===== src/rtl/rglg_pkg.sv =====
package rglg_pkg;

    // Default size of the node table.
    localparam int NODES_DEFAULT = 16;

    // Field widths of one request and one result.
    localparam int CMD_W      = 1;
    localparam int ROLE_W     = 2;
    localparam int NODE_FW    = 8;
    localparam int IDX_W      = 4;
    localparam int ERR_W      = 3;
    localparam int IN_DATA_W  = 24;
    localparam int OUT_DATA_W = 8;

    // Request kinds carried in tuser.
    localparam logic [CMD_W-1:0] CMD_ADD     = 1'b0;
    localparam logic [CMD_W-1:0] CMD_CONNECT = 1'b1;

    // Node roles.
    typedef enum logic [ROLE_W-1:0] {
        ROLE_OTHER  = 2'd0,
        ROLE_CLICK  = 2'd1,
        ROLE_GUIDE  = 2'd2,
        ROLE_MASTER = 2'd3
    } t_role;

    // Result codes.
    typedef enum logic [ERR_W-1:0] {
        ERR_NONE     = 3'd0,
        ERR_ENDPOINT = 3'd1,
        ERR_SELF     = 3'd2,
        ERR_SAFE     = 3'd3,
        ERR_LOOP     = 3'd4,
        ERR_FULL     = 3'd5
    } t_err;

    // Commands from the controller to the datapath.
    typedef struct packed {
        logic load_in;
        logic add_node;
        logic read_dst;
        logic capture_src_role;
        logic walk_init;
        logic walk_step;
        logic set_edge;
        logic res_load;
        t_err res_err;
        logic load_out;
    } t_dp_cmd;

    // Status from the datapath to the controller.
    typedef struct packed {
        logic is_connect;
        logic full;
        logic bad_endpoint;
        logic self_route;
        logic safe_mode;
        logic found;
        logic next_empty;
    } t_dp_sts;

endpackage


===== src/rtl/rglg_ram.sv =====
module rglg_ram import rglg_pkg::*; #(
    parameter int WIDTH = ROLE_W,
    parameter int DEPTH = NODES_DEFAULT
) (
    input  logic                     i_clk,
    input  logic                     i_we,
    input  logic [$clog2(DEPTH)-1:0] i_waddr,
    input  logic [WIDTH-1:0]         i_wdata,
    input  logic [$clog2(DEPTH)-1:0] i_raddr,
    output logic [WIDTH-1:0]         o_rdata
);

    logic [WIDTH-1:0] r_mem [DEPTH];
    logic [WIDTH-1:0] r_rdata;

    // One write port and one registered read port.
    always_ff @(posedge i_clk) begin
        if (i_we) begin
            r_mem[i_waddr] <= i_wdata;
        end
        r_rdata <= r_mem[i_raddr];
    end

    assign o_rdata = r_rdata;

endmodule


===== src/rtl/rglg_datapath.sv =====
module rglg_datapath import rglg_pkg::*; #(
    parameter int NODES = NODES_DEFAULT
) (
    input  logic                  i_clk,
    input  logic                  i_rst_n,
    input  t_dp_cmd               i_cmd,
    output t_dp_sts               o_sts,
    input  logic [CMD_W-1:0]      i_command,
    input  logic [ROLE_W-1:0]     i_role,
    input  logic [NODE_FW-1:0]    i_from_node,
    input  logic [NODE_FW-1:0]    i_to_node,
    output logic [OUT_DATA_W-1:0] o_out_data
);

    localparam int AW = $clog2(NODES);
    localparam int CW = $clog2(NODES + 1);

    // Captured request.
    logic [CMD_W-1:0]   r_command;
    logic [ROLE_W-1:0]  r_role;
    logic [NODE_FW-1:0] r_src;
    logic [NODE_FW-1:0] r_dst;
    logic [ROLE_W-1:0]  r_src_role;

    // Graph state.
    logic [CW-1:0]    r_count;
    logic [NODES-1:0] r_adj [NODES];
    logic [NODES-1:0] r_visited;
    logic [NODES-1:0] r_frontier;

    // Pending result and output register.
    logic              r_res_ok;
    logic [IDX_W-1:0]  r_res_idx;
    t_err              r_res_err;
    logic [OUT_DATA_W-1:0] r_out_data;

    logic [AW-1:0]     src_idx;
    logic [AW-1:0]     dst_idx;
    logic [AW-1:0]     ram_raddr;
    logic [ROLE_W-1:0] ram_rdata;
    logic [NODES-1:0]  n_reach;
    logic [NODES-1:0]  n_next;

    assign src_idx   = r_src[AW-1:0];
    assign dst_idx   = r_dst[AW-1:0];
    assign ram_raddr = i_cmd.read_dst ? dst_idx : src_idx;

    // Role table, written by add and read once per endpoint of a connect.
    rglg_ram #(
        .WIDTH (ROLE_W),
        .DEPTH (NODES)
    ) u_role_ram (
        .i_clk   (i_clk),
        .i_we    (i_cmd.add_node),
        .i_waddr (r_count[AW-1:0]),
        .i_wdata (r_role),
        .i_raddr (ram_raddr),
        .o_rdata (ram_rdata)
    );

    // One breadth-first step: union of the rows of the frontier nodes.
    always_comb begin
        n_reach = '0;
        for (int n = 0; n < NODES; n++) begin
            if (r_frontier[n]) begin
                n_reach = n_reach | r_adj[n];
            end
        end
        n_next = n_reach & ~r_visited;
    end

    // Status toward the controller.
    always_comb begin
        o_sts.is_connect   = (r_command == CMD_CONNECT);
        o_sts.full         = (r_count == CW'(NODES));
        o_sts.bad_endpoint = (r_src >= NODE_FW'(r_count)) || (r_dst >= NODE_FW'(r_count));
        o_sts.self_route   = (r_src == r_dst);
        o_sts.safe_mode    = ((r_src_role == ROLE_CLICK) || (r_src_role == ROLE_GUIDE)) &&
                             (ram_rdata == ROLE_MASTER);
        o_sts.found        = r_frontier[src_idx];
        o_sts.next_empty   = (n_next == '0);
    end

    // Request capture and role holding; payload only.
    always_ff @(posedge i_clk) begin
        if (i_cmd.load_in) begin
            r_command <= i_command;
            r_role    <= i_role;
            r_src     <= i_from_node;
            r_dst     <= i_to_node;
        end
        if (i_cmd.capture_src_role) begin
            r_src_role <= ram_rdata;
        end
    end

    // Node count, routes and the walk sets.
    always_ff @(posedge i_clk) begin
        if (!i_rst_n) begin
            r_count    <= '0;
            r_visited  <= '0;
            r_frontier <= '0;
            for (int n = 0; n < NODES; n++) begin
                r_adj[n] <= '0;
            end
        end else begin
            if (i_cmd.add_node) begin
                r_count <= r_count + CW'(1);
            end
            if (i_cmd.set_edge) begin
                r_adj[src_idx][dst_idx] <= 1'b1;
            end
            if (i_cmd.walk_init) begin
                r_visited  <= NODES'(1) << dst_idx;
                r_frontier <= NODES'(1) << dst_idx;
            end else if (i_cmd.walk_step) begin
                r_visited  <= r_visited | n_next;
                r_frontier <= n_next;
            end
        end
    end

    // Result and output registers.
    always_ff @(posedge i_clk) begin
        if (i_cmd.res_load) begin
            r_res_err <= i_cmd.res_err;
            r_res_ok  <= (i_cmd.res_err == ERR_NONE);
            r_res_idx <= i_cmd.add_node ? IDX_W'(r_count) : '0;
        end
        if (i_cmd.load_out) begin
            r_out_data <= {r_res_err, r_res_idx, r_res_ok};
        end
    end

    assign o_out_data = r_out_data;

    a_count_bound : assert property (@(posedge i_clk) disable iff (!i_rst_n)
        r_count <= CW'(NODES))
        else $error("node count above table size");

    a_edge_not_self : assert property (@(posedge i_clk) disable iff (!i_rst_n)
        i_cmd.set_edge |-> (src_idx != dst_idx))
        else $error("self route written");

    a_frontier_visited : assert property (@(posedge i_clk) disable iff (!i_rst_n)
        (r_frontier & ~r_visited) == '0)
        else $error("frontier node not marked visited");

endmodule


===== src/rtl/rglg_ctrl.sv =====
module rglg_ctrl import rglg_pkg::*; (
    input  logic    i_clk,
    input  logic    i_rst_n,
    input  logic    i_in_valid,
    output logic    o_in_ready,
    output logic    o_out_valid,
    input  logic    i_out_ready,
    output t_dp_cmd o_cmd,
    input  t_dp_sts i_sts
);

    typedef enum logic [5:0] {
        S_IDLE  = 6'b000001,
        S_EXEC  = 6'b000010,
        S_RDDST = 6'b000100,
        S_ROLE  = 6'b001000,
        S_WALK  = 6'b010000,
        S_FIN   = 6'b100000
    } t_state;

    t_state r_state;
    t_state n_state;
    logic   r_valid;
    logic   n_valid;

    assign o_in_ready  = (r_state == S_IDLE);
    assign o_out_valid = r_valid;

    // Sequencing of one request through checks, role reads and the walk.
    always_comb begin
        o_cmd         = '0;
        o_cmd.res_err = ERR_NONE;
        n_state       = r_state;
        n_valid       = r_valid && !i_out_ready;
        case (r_state)
            S_IDLE: begin
                if (i_in_valid) begin
                    o_cmd.load_in = 1'b1;
                    n_state       = S_EXEC;
                end
            end
            S_EXEC: begin
                if (!i_sts.is_connect) begin
                    o_cmd.res_load = 1'b1;
                    if (i_sts.full) begin
                        o_cmd.res_err = ERR_FULL;
                    end else begin
                        o_cmd.add_node = 1'b1;
                    end
                    n_state = S_FIN;
                end else if (i_sts.bad_endpoint) begin
                    o_cmd.res_load = 1'b1;
                    o_cmd.res_err  = ERR_ENDPOINT;
                    n_state        = S_FIN;
                end else if (i_sts.self_route) begin
                    o_cmd.res_load = 1'b1;
                    o_cmd.res_err  = ERR_SELF;
                    n_state        = S_FIN;
                end else begin
                    n_state = S_RDDST;
                end
            end
            S_RDDST: begin
                o_cmd.read_dst         = 1'b1;
                o_cmd.capture_src_role = 1'b1;
                n_state                = S_ROLE;
            end
            S_ROLE: begin
                if (i_sts.safe_mode) begin
                    o_cmd.res_load = 1'b1;
                    o_cmd.res_err  = ERR_SAFE;
                    n_state        = S_FIN;
                end else begin
                    o_cmd.walk_init = 1'b1;
                    n_state         = S_WALK;
                end
            end
            S_WALK: begin
                if (i_sts.found) begin
                    o_cmd.res_load = 1'b1;
                    o_cmd.res_err  = ERR_LOOP;
                    n_state        = S_FIN;
                end else if (i_sts.next_empty) begin
                    o_cmd.set_edge = 1'b1;
                    o_cmd.res_load = 1'b1;
                    n_state        = S_FIN;
                end else begin
                    o_cmd.walk_step = 1'b1;
                end
            end
            S_FIN: begin
                if (!r_valid || i_out_ready) begin
                    o_cmd.load_out = 1'b1;
                    n_valid        = 1'b1;
                    n_state        = S_IDLE;
                end
            end
            default: begin
                n_state = S_IDLE;
            end
        endcase
    end

    // State and output valid registers.
    always_ff @(posedge i_clk) begin
        if (!i_rst_n) begin
            r_state <= S_IDLE;
            r_valid <= 1'b0;
        end else begin
            r_state <= n_state;
            r_valid <= n_valid;
        end
    end

    a_valid_from_fin : assert property (@(posedge i_clk) disable iff (!i_rst_n)
        $rose(r_valid) |-> $past(r_state == S_FIN))
        else $error("result shown without a finished request");

    a_loop_ends : assert property (@(posedge i_clk) disable iff (!i_rst_n)
        (r_state == S_WALK && i_sts.found) |=> (r_state == S_FIN))
        else $error("walk continued after reaching the source");

    a_accept_exec : assert property (@(posedge i_clk) disable iff (!i_rst_n)
        (i_in_valid && o_in_ready) |=> (r_state == S_EXEC))
        else $error("accepted request not executed");

endmodule


===== src/rtl/route_graph_loop_guard.sv =====
// Route table with loop guard. Nodes are appended by add requests (tuser 0), which return
// the new index or table full; connect requests (tuser 1) are checked for a bad endpoint, a
// self route, a click or guide node routed to a master node, and finally for a loop by a
// breadth-first walk from the destination along existing routes, one frontier step per cycle.
// One request is handled at a time. An add, or a connect refused by an endpoint or self
// check, passes from acceptance in S_IDLE through S_EXEC to S_FIN, where it waits for room
// on the output; a safe-mode refusal also passes S_RDDST and S_ROLE, and a connect that
// reaches the walk stays in S_WALK for each frontier step. The role table is read through a
// single port, one endpoint per cycle. A new request is taken while a result still waits on
// the output. No clearing pass follows reset; routes and the node count are cleared at once.
module route_graph_loop_guard import rglg_pkg::*; #(
    parameter int NODES = NODES_DEFAULT
) (
    input  logic                  i_clk,
    input  logic                  i_rst_n,
    // tdata: role[1:0], from_node[9:2], to_node[17:10], zero fill[23:18]
    input  logic [IN_DATA_W-1:0]  s_axis_tdata,
    // tuser: command[0]
    input  logic [CMD_W-1:0]      s_axis_tuser,
    input  logic                  s_axis_tvalid,
    output logic                  s_axis_tready,
    // tdata: ok[0], node_index[4:1], error_code[7:5]
    output logic [OUT_DATA_W-1:0] m_axis_tdata,
    output logic                  m_axis_tvalid,
    input  logic                  m_axis_tready
);

    t_dp_cmd dp_cmd;
    t_dp_sts dp_sts;

    rglg_ctrl u_ctrl (
        .i_clk       (i_clk),
        .i_rst_n     (i_rst_n),
        .i_in_valid  (s_axis_tvalid),
        .o_in_ready  (s_axis_tready),
        .o_out_valid (m_axis_tvalid),
        .i_out_ready (m_axis_tready),
        .o_cmd       (dp_cmd),
        .i_sts       (dp_sts)
    );

    rglg_datapath #(
        .NODES (NODES)
    ) u_datapath (
        .i_clk       (i_clk),
        .i_rst_n     (i_rst_n),
        .i_cmd       (dp_cmd),
        .o_sts       (dp_sts),
        .i_command   (s_axis_tuser),
        .i_role      (s_axis_tdata[1:0]),
        .i_from_node (s_axis_tdata[9:2]),
        .i_to_node   (s_axis_tdata[17:10]),
        .o_out_data  (m_axis_tdata)
    );

endmodule


===== config.mk =====
export PLATFORM = sky130hd
export DESIGN_NAME = route_graph_loop_guard
export DESIGN_NICKNAME = d
export VERILOG_FILES = /design/src/rtl/rglg_pkg.sv /design/src/rtl/rglg_ram.sv /design/src/rtl/rglg_datapath.sv /design/src/rtl/rglg_ctrl.sv /design/src/rtl/route_graph_loop_guard.sv
export SDC_FILE = /design/constraint.sdc
export NUM_CORES = 1
export LEC_CHECK = 0
export ABC_CLOCK_PERIOD_IN_PS = 3690
export BUFFER_PORTS_ARGS = -buffer_cell sky130_fd_sc_hd__buf_2
export CAP_MARGIN = 20
export CORE_ASPECT_RATIO = 1.25
export CORE_UTILIZATION = 38
export CTS_CLUSTER_DIAMETER = 60
export DETAILED_ROUTE_END_ITERATION = 8
export GPL_ROUTABILITY_DRIVEN = 1
export SYNTH_ARGS = -nofsm -noshare
export SYNTH_HDL_FRONTEND = slang
export SYNTH_SLANG_ARGS = --single-unit

===== constraint.sdc =====
create_clock -name i_clk -period 3.69 [get_ports i_clk]
set_input_delay 0.369 -clock i_clk [delete_from_list [all_inputs] [get_ports i_clk]]
set_output_delay 0.369 -clock i_clk [all_outputs]
set_load 0.005 [all_outputs]

Word level (Yosys, flattened, before mapping) --
Memories as Yosys holds them, arrays and structs flattened. A register that Yosys moved wholly into a read port is not among the register bits. Index checks and enable logic that the tools add are counted.
Storage, ports and cells: register bits 81, bits in latches 0, memory bits (writable) 288, bits in read-only memories 0, input bits 29, output and inout bits 10, word-level logic and storage cells 135, memories kept 2
Memory list:
- u_datapath.r_adj | words 16, width 16, rd ports 16, clocked after memory_dff 0, wr ports 16, line rglg_datapath.sv:27 | logic [NODES-1:0] r_adj [NODES];
- u_datapath.u_role_ram.r_mem | words 16, width 2, rd ports 1, clocked after memory_dff 1, wr ports 1, line rglg_ram.sv:13 | logic [WIDTH-1:0] r_mem [DEPTH];
Operators by class: add/sub/neg operators 1, multipliers 0, divide/modulo/power cells 0, $lt $le $gt $ge 5, eq/ne operators 14, shift-type cells 1, multiplexer cells 67, bitwise gates (word level) 18, reductions and logical operators 13
Operators by type and width (number):
- two-way mux 16 bit | 23
- OR 16 bit | 16
- two-way mux 6 bit | 8
- one-hot mux 6 bit (6 select lines) | 1
- two-way mux 4 bit | 6
- two-way mux 1 bit | 20
- AND 16 bit | 1
- greater-or-equal comparator 8 x 5 -> 1 bit | 2
- logical NOT 16 bit | 1
- NOT 16 bit | 1
- OR reduction 16 bit | 1
- << shifter 1 x 4 -> 16 bit, first input constant | 1
- one-hot mux 4 bit (3 select lines) | 1
- less-than comparator 4 x 5 -> 1 bit, second input constant | 2
- equality test 8 bit | 1
- two-way mux 2 bit | 4
- equality test 6 x 1 -> 1 bit, second input constant | 1
- equality test 6 x 2 -> 1 bit, second input constant | 1
- equality test 6 x 3 -> 1 bit, second input constant | 1
- equality test 6 x 4 -> 1 bit, second input constant | 1
- equality test 6 x 5 -> 1 bit, second input constant | 1
- equality test 6 bit, second input constant | 1
- two-way mux 3 bit | 2
- adder 5 x 1 -> 5 bit, second input constant | 1
- other kinds (15) | 21

Depth between registers and ports, before layout --
Gate-level depths: netlist of the first run.
depth in word-level cells 41, gate-level depth with buffers 11, depth with buffers taken out 9

Cells and area by module --
From an unflattened synthesis of the first run, not the netlist that was laid out.
Second synthesis, totals: cells, all modules 1540, area, all modules 14682.8 µm²
By module, submodules not included:
- rglg_datapath | instances 1, cells an instance 1395, area each 12797.3 µm², sequential area each 6976.7 µm²
- rglg_ram | instances 1, cells an instance 78, area each 1380.1 µm², sequential area each 1001.0 µm²
- rglg_ctrl | instances 1, cells an instance 67, area each 505.5 µm², sequential area each 140.1 µm²

Least setup slack after synthesis of the first run --
Ideal clock, no wire load.
kind reg-to-reg, from register u_datapath.r_frontier[3], to register u_datapath.r_res_err[0], enable pin, setup time 0.376 ns, data arrival time 2.567 ns, required time 3.314 ns, path slack 0.746 ns, cell stages (with the launch flop) 11, path buffers 3, period minus slack after synthesis 2.944 ns, path through dfxtp_1 > buf_2 > buf_4 > a22o_1 > a221oi_1 > and4_1 > o22ai_1 > nor4_4 > buf_2 > a21boi_1 > o211ai_1
RTL lines:
- from (decl) | line rglg_datapath.sv:29 | logic [NODES-1:0] r_frontier;
- from (signal assigned) | line rglg_datapath.sv:115 | r_frontier <= NODES'(1) << dst_idx;
- from (signal assigned) | line rglg_datapath.sv:118 | r_frontier <= n_next;
- to (signal assigned) | line rglg_datapath.sv:126 | r_res_err <= i_cmd.res_err;
- to (decl) | line rglg_datapath.sv:34 | t_err r_res_err;

Final worst setup path of the first run --
from register u_datapath.r_frontier[4], to register u_datapath.r_frontier[3]
Between the ends: longest elaborated chain between the ends 29, elaborated cells on any way between the ends 33, those cells by class 19 x mux; 12 x bitwise; 2 x reduce/logical
RTL lines:
- two-way mux 16 bit | line rglg_datapath.sv:65 | if (r_frontier[n]) begin
- OR 16 bit | line rglg_datapath.sv:66 | n_reach = n_reach | r_adj[n];
- two-way mux 16 bit | line rglg_datapath.sv:65
- OR 16 bit | line rglg_datapath.sv:66
- two-way mux 16 bit | line rglg_datapath.sv:65
- OR 16 bit | line rglg_datapath.sv:66
- two-way mux 16 bit | line rglg_datapath.sv:65
- OR 16 bit | line rglg_datapath.sv:66
- [... 13 more ...]
- OR 16 bit | line rglg_datapath.sv:66
- two-way mux 16 bit | line rglg_datapath.sv:65
- AND 16 bit | line rglg_datapath.sv:69 | n_next = n_reach & ~r_visited;
- logical NOT 16 bit | line rglg_datapath.sv:81 | o_sts.next_empty = (n_next == '0);
- two-way mux 1 bit | line rglg_ctrl.sv:83 | end else if (i_sts.next_empty) begin
- two-way mux 2 bit | line rglg_ctrl.sv:79 | if (i_sts.found) begin
- two-way mux 2 bit | line rglg_ctrl.sv:35 | case (r_state)
- nonzero test 2 bit (no source line)
Several ways; a longest one is shown, not always the timed one. The select of a mux whose other input is x is not followed. A chain may end at the register's enable or synchronous reset.

==> results by stage, run 1 <==
Critical path:
- The worst flop-to-flop path endpoint is u_datapath.r_frontier[3]$_SDFFE_PN0P_.
- The startpoint of the worst-slack reg-to-reg timing path is u_datapath.r_frontier[4]$_SDFFE_PN0P_.
- The critical path class is reg2reg.
- The highest fanout seen on the critical path is 18.
- The launch point of the critical path is u_datapath.r_frontier[4]$_SDFFE_PN0P_.
- The number of cells on the worst reg-to-reg path is 10.
- The startpoint kind of the worst setup timing path is a register.
- At the worst endpoint, the required time is roughly 4.1 ns.
- The register-to-register setup slack is around 0.32 ns.
- The capturing element type of the critical path is a register.
- The critical path data arrival time is ~3.8 ns.

Power:
- Across the VDD grid, the largest voltage drop is 0.410 mV.
- For this design the ratio of total power to cell area is 448 mW/mm².
- Summed over all cells, the static leakage comes to 0.00624 µW.

Global routing:
- The via count of the first global-routing pass is 13500.
- For this run the aggregate overflow at the end of global routing stands at 0.
- In the global route stage, overall resource usage came out at between 20% and 30%.
- The first global-routing pass estimated 77600 µm of wire.
- The largest net degree at the start of global routing is 197.
- The initial antenna violation count is 1.

Clock network:
- CTS built an H-tree with a depth of 2.
- The TritonCTS buffer count is 38.
- In this run the deepest clock path goes through 3 buffers.
- TritonCTS built the clock tree.
- Once the clock tree was built, the setup fixing pass inserted 0 buffers.
- Counting every sink on the clock net gives 371.
- The latest clock arrival within the worst-skew pair is 0.55 ns.
- The number of resized instances in the post-cts repair step is 0.
- After clock tree synthesis, the clock-pin slew on the worst setup and hold paths is roughly 0.070 ns.
- The clock root buffer is sky130_fd_sc_hd__clkbuf_16.

Floorplanning:
- The core region is between 0.04 and 0.05 mm².
- The die covers approximately 0.045 mm².
- The number of rows in the core area is 85.
- The die is 237 µm tall.
- The overall die width is 190 µm.
- The initial utilization of the core area, before any placement, comes to 38.6%.
- The number of ports placed on the die boundary is 39.

Drt:
- The routed wire length per instance is 20.5 µm.
- The total routed wirelength is between 50000 and 60000 µm.
- In this run, the number of DRC markers left after iteration 0 of detailed routing was 1291.
- Dividing the detail-routed via count by the number of cells gives slightly below 6.
- The first detailed-routing pass took 5 iterations.
- For this block, the via count after detailed routing is 14500.
- In the routed design, unresolved DRC markers number 0.
- In this run the remaining antenna-violating nets after routing total 0.

Logic synthesis:
- Counting every net in the synthesized netlist gives 1916.
- The biggest area consumer among synthesized cells is sky130_fd_sc_hd__dfxtp_1.
- Counting flops and latches in the post-synthesis netlist gives 371.
- The cell count after synthesis is ~1900.
- In this run the cell area of the synthesized design comes to 0.0167 mm².
- Yosys attributes the largest share of cell area to sky130_fd_sc_hd__dfxtp_1 36%, sky130_fd_sc_hd__edfxtp_1 12%, sky130_fd_sc_hd__nand4_1 9.6%.
- For this run, the register share of the synthesized area comes to 48.5%.
- The proportion of register bits with asynchronous set or reset after synthesis is 0%.
- The number of different library cells in the post-synthesis netlist is 54.
- Of the post-synthesis cell area, the dominant cell type holds 36.1%.
- The count of warnings emitted by yosys is 0.
- A synthesized cell averages 8.93 µm².
- The number of enable-type register cells in the synthesized netlist is approximately 70.
- The most used flip-flop cell after synthesis is sky130_fd_sc_hd__dfxtp_1.

Layout:
- At the end of the flow, the number of nets in the layout was 1890.
- Counting the fill cells in the layout gives a little over 4000.
- With fillers left out, the area of the finished cells amounts to 0.0190 mm².
- The library cell used most frequently in the layout, excluding fill and tap cells, is sky130_fd_sc_hd__dfxtp_1.
- The area growth from synthesis to final layout is 13.6%.
- The register area is 0.00812 mm².
- The area of the multi-input gates is 0.00761 mm².
- Leaving out fill and tap cells, the most frequent cells in the layout are 302 x sky130_fd_sc_hd__dfxtp_1, 293 x sky130_fd_sc_hd__nand2_1, 258 x sky130_fd_sc_hd__o21ai_1.
- The antenna cell count is 0.
- The fraction of final layout cells with drive strength greater than 1 is 11.8%.

STA:
- The final setup violation count is 0.
- The time the final worst path needs with I/O delays and setup is roughly 3.4 ns.
- The post-route clock skew is between 0.015 and 0.02 ns.
- Derived from the worst setup path, the maximum achievable clock frequency is about 300 MHz.
- The final-report max-slew violation count is 0.
- In this run the tightest slew margin relative to its limit is 26.2%.
- The count of endpoints failing hold in the final timing report is 0.
- The aggregate negative setup slack is 0 ns.
- The worst path uses around 90% of the clock period.
- Setup repair after global routing left no endpoint under its margin.
- The worst-margin pin slew is ~1.1 ns.
- The final hold slack is 0.120 ns.

Placement:
- At the end of routability-driven placement, the weighted congestion stood at around 0.9.
- The HPWL after detailed placement is ~31000 µm.
- After detailed placement, the total cell area comes to between 0.015 and 0.02 mm².
- The count of port buffers added during placement is 32.

Hold path:
- The number of cells on the worst hold path is 2.
- In this run the worst hold path is classified as in2reg.
- The worst hold endpoint is u_ctrl.r_state[1]$_SDFFE_PN0P_.
- The origin of the worst min-delay path is s_axis_tvalid.

Job:
- Across the run, the number of max-cap violations was 0.

Run status:
- The run finished with clean final reports.
-- sequential cells by signal, indices dropped and copies added, names as in the netlist --
| name | cells |
|---|---|
| u_datapath.u_role_ram.r_mem | 32 |
| u_datapath.u_role_ram.o_rdata | 2 |
| u_datapath.r_adj | 256 |
| u_datapath.r_res_err | 3 |
| u_datapath.r_count | 5 |
| u_datapath.r_command | 1 |
| u_datapath.r_dst | 8 |
| u_datapath.r_res_idx | 4 |
| u_datapath.r_src | 8 |
| u_datapath.o_out_data | 8 |
| u_ctrl.r_state | 6 |
| u_datapath.r_res_ok | 1 |
| u_datapath.r_src_role | 2 |
| u_datapath.r_role | 2 |
| u_datapath.r_visited | 16 |
| u_ctrl.o_out_valid | 1 |
| u_datapath.r_frontier | 16 |
-- synth_stat cells, drive strengths merged, types with 3 or more instances --
cell type / n
a21o: 3
mux2i: 9
o22ai: 17
edfxtp: 69
nand2b: 25
a211oi: 4
and4: 16
nand4: 256
and3: 3
nor3: 43
dfxtp: 302
a21oi: 28
clkbuf: 131
mux4: 12
nor2: 51
ha: 14
buf: 78
o21a: 10
a22o: 64
inv: 9
nor4: 10
xnor2: 4
nor2b: 6
o21ai: 283
nand2: 294
nand3: 22
and2: 9
a221oi: 64
xor2: 10
o31a: 6
-- metrics by stage --
stage               std cells  setup slack [ns]  utilization, %  power [µW]
finish                   2441             0.320            43.9        8510
global route             2441             0.132            43.9        8770
CTS                      2441             0.334            43.9        8580
detailed placement       2353             0.338            40.5        4600
global placement         2353             0.451            40.5        4590
floorplan                1873             0.746               -        4470
-- cell type report --
class	instances	share of cell area [%]
tap	565	3.72
multi-input combinational	1283	40.1
clock buffer	59	6.28
timing repair buffer	143	6.45
sequential	371	42.7
clock inverter	10	0.579
inverter	10	0.197
-- routing by layer --
metal	GRT usage [%]	routed length, µm	part of all wire [%]
met3	4.02	3430	6.9
met5	0	0	0
met4	10.5	2230	4.5
met1	26.9	20100	40
met2	37.5	24200	48
-- critical path: stages (launching register included) --
cell and delay (ns):
sky130_fd_sc_hd__dfxtp_1 0.90, sky130_fd_sc_hd__a22o_1 0.28, sky130_fd_sc_hd__a221oi_1 0.08, sky130_fd_sc_hd__and4_1 0.23, sky130_fd_sc_hd__buf_4 0.16, sky130_fd_sc_hd__o22ai_1 0.23
sky130_fd_sc_hd__nor4_4 0.08, sky130_fd_sc_hd__buf_4 0.17, sky130_fd_sc_hd__buf_4 0.16, sky130_fd_sc_hd__a21oi_2 0.69, sky130_fd_sc_hd__o21ai_0 0.21
-- cell families after synthesis --
group,after synthesis,share of synthesized area [%]
AO/OA/AOI/OAI,491,18.3
AND/OR/NAND/NOR,742,22.6
multiplexers,22,2.24
flip-flops,371,48.5
XOR/XNOR,14,0.733
adder cells (fa/ha/maj),14,1.05
buffers and inverters,219,6.47
-- power by group --
part           switching [µW]  internal [µW]
Sequential               46.6           4150
Clock                    1610           2370
Combinational             240           96.4
Total                    1900           6610
-- worst max path at each step --
stage	to	cells past startpoint	slack (ns)
final	u_datapath.r_frontier[3]$_SDFFE_PN0P_	10	0.32
after global routing	u_datapath.r_frontier[3]$_SDFFE_PN0P_	10	0.13
after CTS	u_datapath.r_frontier[3]$_SDFFE_PN0P_	10	0.33
after detailed placement	u_datapath.r_frontier[8]$_SDFFE_PN0P_	10	0.34
after global placement	u_datapath.r_frontier[6]$_SDFFE_PN0P_	10	0.45
after floorplan	u_datapath.r_res_err[0]$_DFFE_PP_	10	0.75
-- timing repair --
action,CTS,global route
endpoints found under the hold margin,19,0
endpoints found under the setup margin,0,0
hold buffers,19,0
Power figures use the tool's default switching activity.
==> run 2: changes to the inputs <==
--- a/config.mk
+++ b/config.mk
@@ -13,6 +13,7 @@
 export CTS_CLUSTER_DIAMETER = 60
 export DETAILED_ROUTE_END_ITERATION = 8
 export GPL_ROUTABILITY_DRIVEN = 1
+export RECOVER_POWER = 50
 export SYNTH_ARGS = -nofsm -noshare
 export SYNTH_HDL_FRONTEND = slang
 export SYNTH_SLANG_ARGS = --single-unit
==> run 2 against run 1 <==
  * Via count rose by 0.29%
  * Clock skew about the same
  * Clock power is essentially flat
  * Largest power group unchanged
==> results by stage, run 2 (synthesis results as in run 1) <==
Placement:
- The number of placed instances with taps included is 2353.
- Routability-driven placement finished with a final weighted congestion of 0.901.
- The post-placement worst setup slack is between 0.3 and 0.4 ns.
- Once placement finished, the instance area stood at 0.0175 mm².
- The count of port buffers added during placement is 32.
- The post-detailed-placement half-perimeter wirelength is 31500 µm.

Clock network:
- The tree is rooted in a sky130_fd_sc_hd__clkbuf_16.
- The clock-pin slew reported for the worst setup and hold paths after clock tree synthesis is 0.06 ns.
- At the later pin of the worst-skew pair, clock insertion delay measures 0.55 ns.
- The TritonCTS buffer count is 38.
- The clock drives 371 sinks.
- The number of resized instances in the post-cts repair step is 0.
- The deepest clock path buffer count is 3.
- TritonCTS built the clock tree.
- The number of hold buffers added after cts is 19.
- The post-CTS setup buffer count is 0.
- The total number of H-tree levels is 2.

Critical path:
- The register-to-register setup slack is 0.24 ns.
- The highest fanout seen on the critical path is 36.
- STA puts the critical path data required time at roughly 4.2 ns.
- The startpoint of the worst-slack reg-to-reg timing path is u_datapath.r_frontier[12]$_SDFFE_PN0P_.
- The startpoint kind of the worst setup timing path is a register.
- The capturing element type of the critical path is a register.
- The critical path class is reg2reg.
- The worst flop-to-flop path endpoint is u_datapath.r_adj[13][10]$_DFF_P_.
- For the worst flop-to-flop path, the logic depth is 11.
- For the worst setup path, the data arrival time is approximately 4 ns.

Layout:
- Leaving out fill and tap cells, the most frequent cells in the layout are 302 x sky130_fd_sc_hd__dfxtp_1, 293 x sky130_fd_sc_hd__nand2_1, 256 x sky130_fd_sc_hd__nand4_1.
- The register with the most flip-flops in the layout has 256 of them.
- The summed area of non-filler cells in the final layout is roughly 0.019 mm².
- The area growth from synthesis to final layout is 13.0%.
- In the final layout, the share of cells above drive strength 1 is 11.4%.
- The largest register by flop count is u_datapath.r_adj.
- Leaving out filler cells and counting taps, the final layout contains around 2400.
- The commonest non-fill, non-tap cell in the layout is sky130_fd_sc_hd__dfxtp_1.
- The antenna cell count is 0.
- The final net count is 1890.
- In the final layout, the registers with the most flip-flops are u_datapath.r_adj x256, u_datapath.u_role_ram.r_mem x32.

Hold path:
- The worst hold path was traced through 2 stages.
- In this run the worst hold path is classified as in2reg.
- The startpoint identified for the worst hold timing path is s_axis_tvalid.
- For hold timing, the worst endpoint is u_ctrl.r_state[1]$_SDFFE_PN0P_.

Drt:
- The wire length on met2 is 24200 µm.
- After detailed routing, no signal wire sits above met4.
- In the final routing, the length of wire on met1 measures slightly above 20000 µm.
- The total routed wirelength is roughly 50000 µm.
- The routed wire length per instance is 20.5 µm.
- The post-detailed-route DRC marker count is 0.
- The first-iteration detailed-routing DRC count is 1326.
- The first detailed-routing pass took 5 iterations.
- The detailed-route via count is 14600.
- The post-detailed-route via-to-cell ratio is 5.96.
- The total length of routed met3 wires is 3250 µm.
- In this run the remaining antenna-violating nets after routing total 0.

STA:
- The final setup violation count is 0.
- The worst-margin pin slew is 1.18 ns.
- Headroom to the max-slew limit came out at a little over a fifth.
- Timing would allow up to 290 MHz.
- In the final timing run, aggregate negative setup slack is 0 ns.
- The time the final worst path needs with I/O delays and setup is 3.45 ns.
- The least setup slack across all paths after layout is between 0.2 and 0.25 ns.
- The final-report max-slew violation count is 0.
- Setup repair after global routing left no endpoint under its margin.
- Across the routed clock network, the largest skew measured is between 0.015 and 0.02 ns.
- After layout, the worst path uses 93.5% of the clock period.
- The count of endpoints failing hold in the final timing report was 0.

Power:
- The analysis attributes to cell leakage a power of 0.00618 µW.
- The ratio of total power to cell area is 450 mW/mm².
- The highest ir drop seen on vdd is 0.410 mV.
- The post-layout total power is between 8000 and 9000 µW.

Global routing:
- The largest net degree at the start of global routing is 197.
- Global routing finished with a remaining overflow of 0.
- The initial antenna violation count is 1.
- The first-pass GRT wire length is just under 80000 µm.
- The overall routing resource usage is 22.1%.
- The via count of the first global-routing pass was 13500.

Floorplanning:
- The overall die width is about 190 µm.
- The initial utilization of the core area, before any placement, comes to 38.6%.
- The total die area is ~0.045 mm².
- The overall die height is 237 µm.
- After floorplanning, the core was divided into 85 placement rows.
- 39 I/O pins were placed.
- The core region is 0.0433 mm².

Job:
- Max-cap violations in this run came to 0.

Run status:
- The run finished with clean final reports.
run 2: changes by cell type in the layout (fill, tap and decap cells not counted), sizes merged:
cell	delta
buf	-7
clkbuf	+7
run 2: cell type report:
class | instances | area [µm²]
well taps | 565 | 707
fillers | 4138 | 24400
inverters | 10 | 37.5
multi-input cells | 1283 | 7590
repair buffers | 143 | 1150
clock buffers | 59 | 1190
flip-flops and latches | 371 | 8120
clock inverters | 10 | 110
run 2: critical path: stages (launching register included):
cell	delay, ns
sky130_fd_sc_hd__dfxtp_1	0.39
sky130_fd_sc_hd__buf_12	0.19
sky130_fd_sc_hd__a22o_1	0.22
sky130_fd_sc_hd__a221oi_1	0.39
sky130_fd_sc_hd__buf_4	0.21
sky130_fd_sc_hd__and4_1	0.39
sky130_fd_sc_hd__o22ai_1	0.14
sky130_fd_sc_hd__nor4_1	0.37
sky130_fd_sc_hd__clkbuf_1	0.30
sky130_fd_sc_hd__nand2_8	0.17
sky130_fd_sc_hd__clkbuf_4	0.35
sky130_fd_sc_hd__o21ai_0	0.21
run 2: per-stage QoR:
stage / hold slack, ns / util [%]
after global routing: 0.110 / 43.7
after global placement: 0.411 / 40.5
after CTS: 0.0929 / 43.9
after detailed placement: 0.405 / 40.5
final: 0.122 / 43.7
after floorplan: 0.400 / -
run 2: power by group:
group / total, µW / internal, µW / leakage, µW / switching [µW]
clock: 3980 / 2370 / 0.000633 / 1610
sequential: 4190 / 4150 / 0.00307 / 46.0
combinational: 335 / 95.5 / 0.00248 / 240
total: 8510 / 6610 / 0.00618 / 1900
run 2: layer usage:
metal	vias up	global-route usage, %
met5	-	0
met4	0	10.5
met3	95	4.02
met2	494	37.5
met1	7057	26.9
li1	6914	-
run 2: worst max path at each step:
stage	slack, ns	end	from	cells after the start
2_1_floorplan	0.75	u_datapath.r_res_err[0]$_DFFE_PP_	u_datapath.r_frontier[3]$_SDFFE_PN0P_	10
3_3_place_gp	0.45	u_datapath.r_frontier[6]$_SDFFE_PN0P_	u_datapath.r_frontier[4]$_SDFFE_PN0P_	10
3_5_place_dp	0.34	u_datapath.r_frontier[8]$_SDFFE_PN0P_	u_datapath.r_frontier[4]$_SDFFE_PN0P_	10
4_1_cts	0.33	u_datapath.r_frontier[3]$_SDFFE_PN0P_	u_datapath.r_frontier[4]$_SDFFE_PN0P_	10
5_1_grt	0.07	u_datapath.r_adj[13][15]$_DFF_P_	u_datapath.r_frontier[12]$_SDFFE_PN0P_	11
6_report	0.24	u_datapath.r_adj[13][10]$_DFF_P_	u_datapath.r_frontier[12]$_SDFFE_PN0P_	11
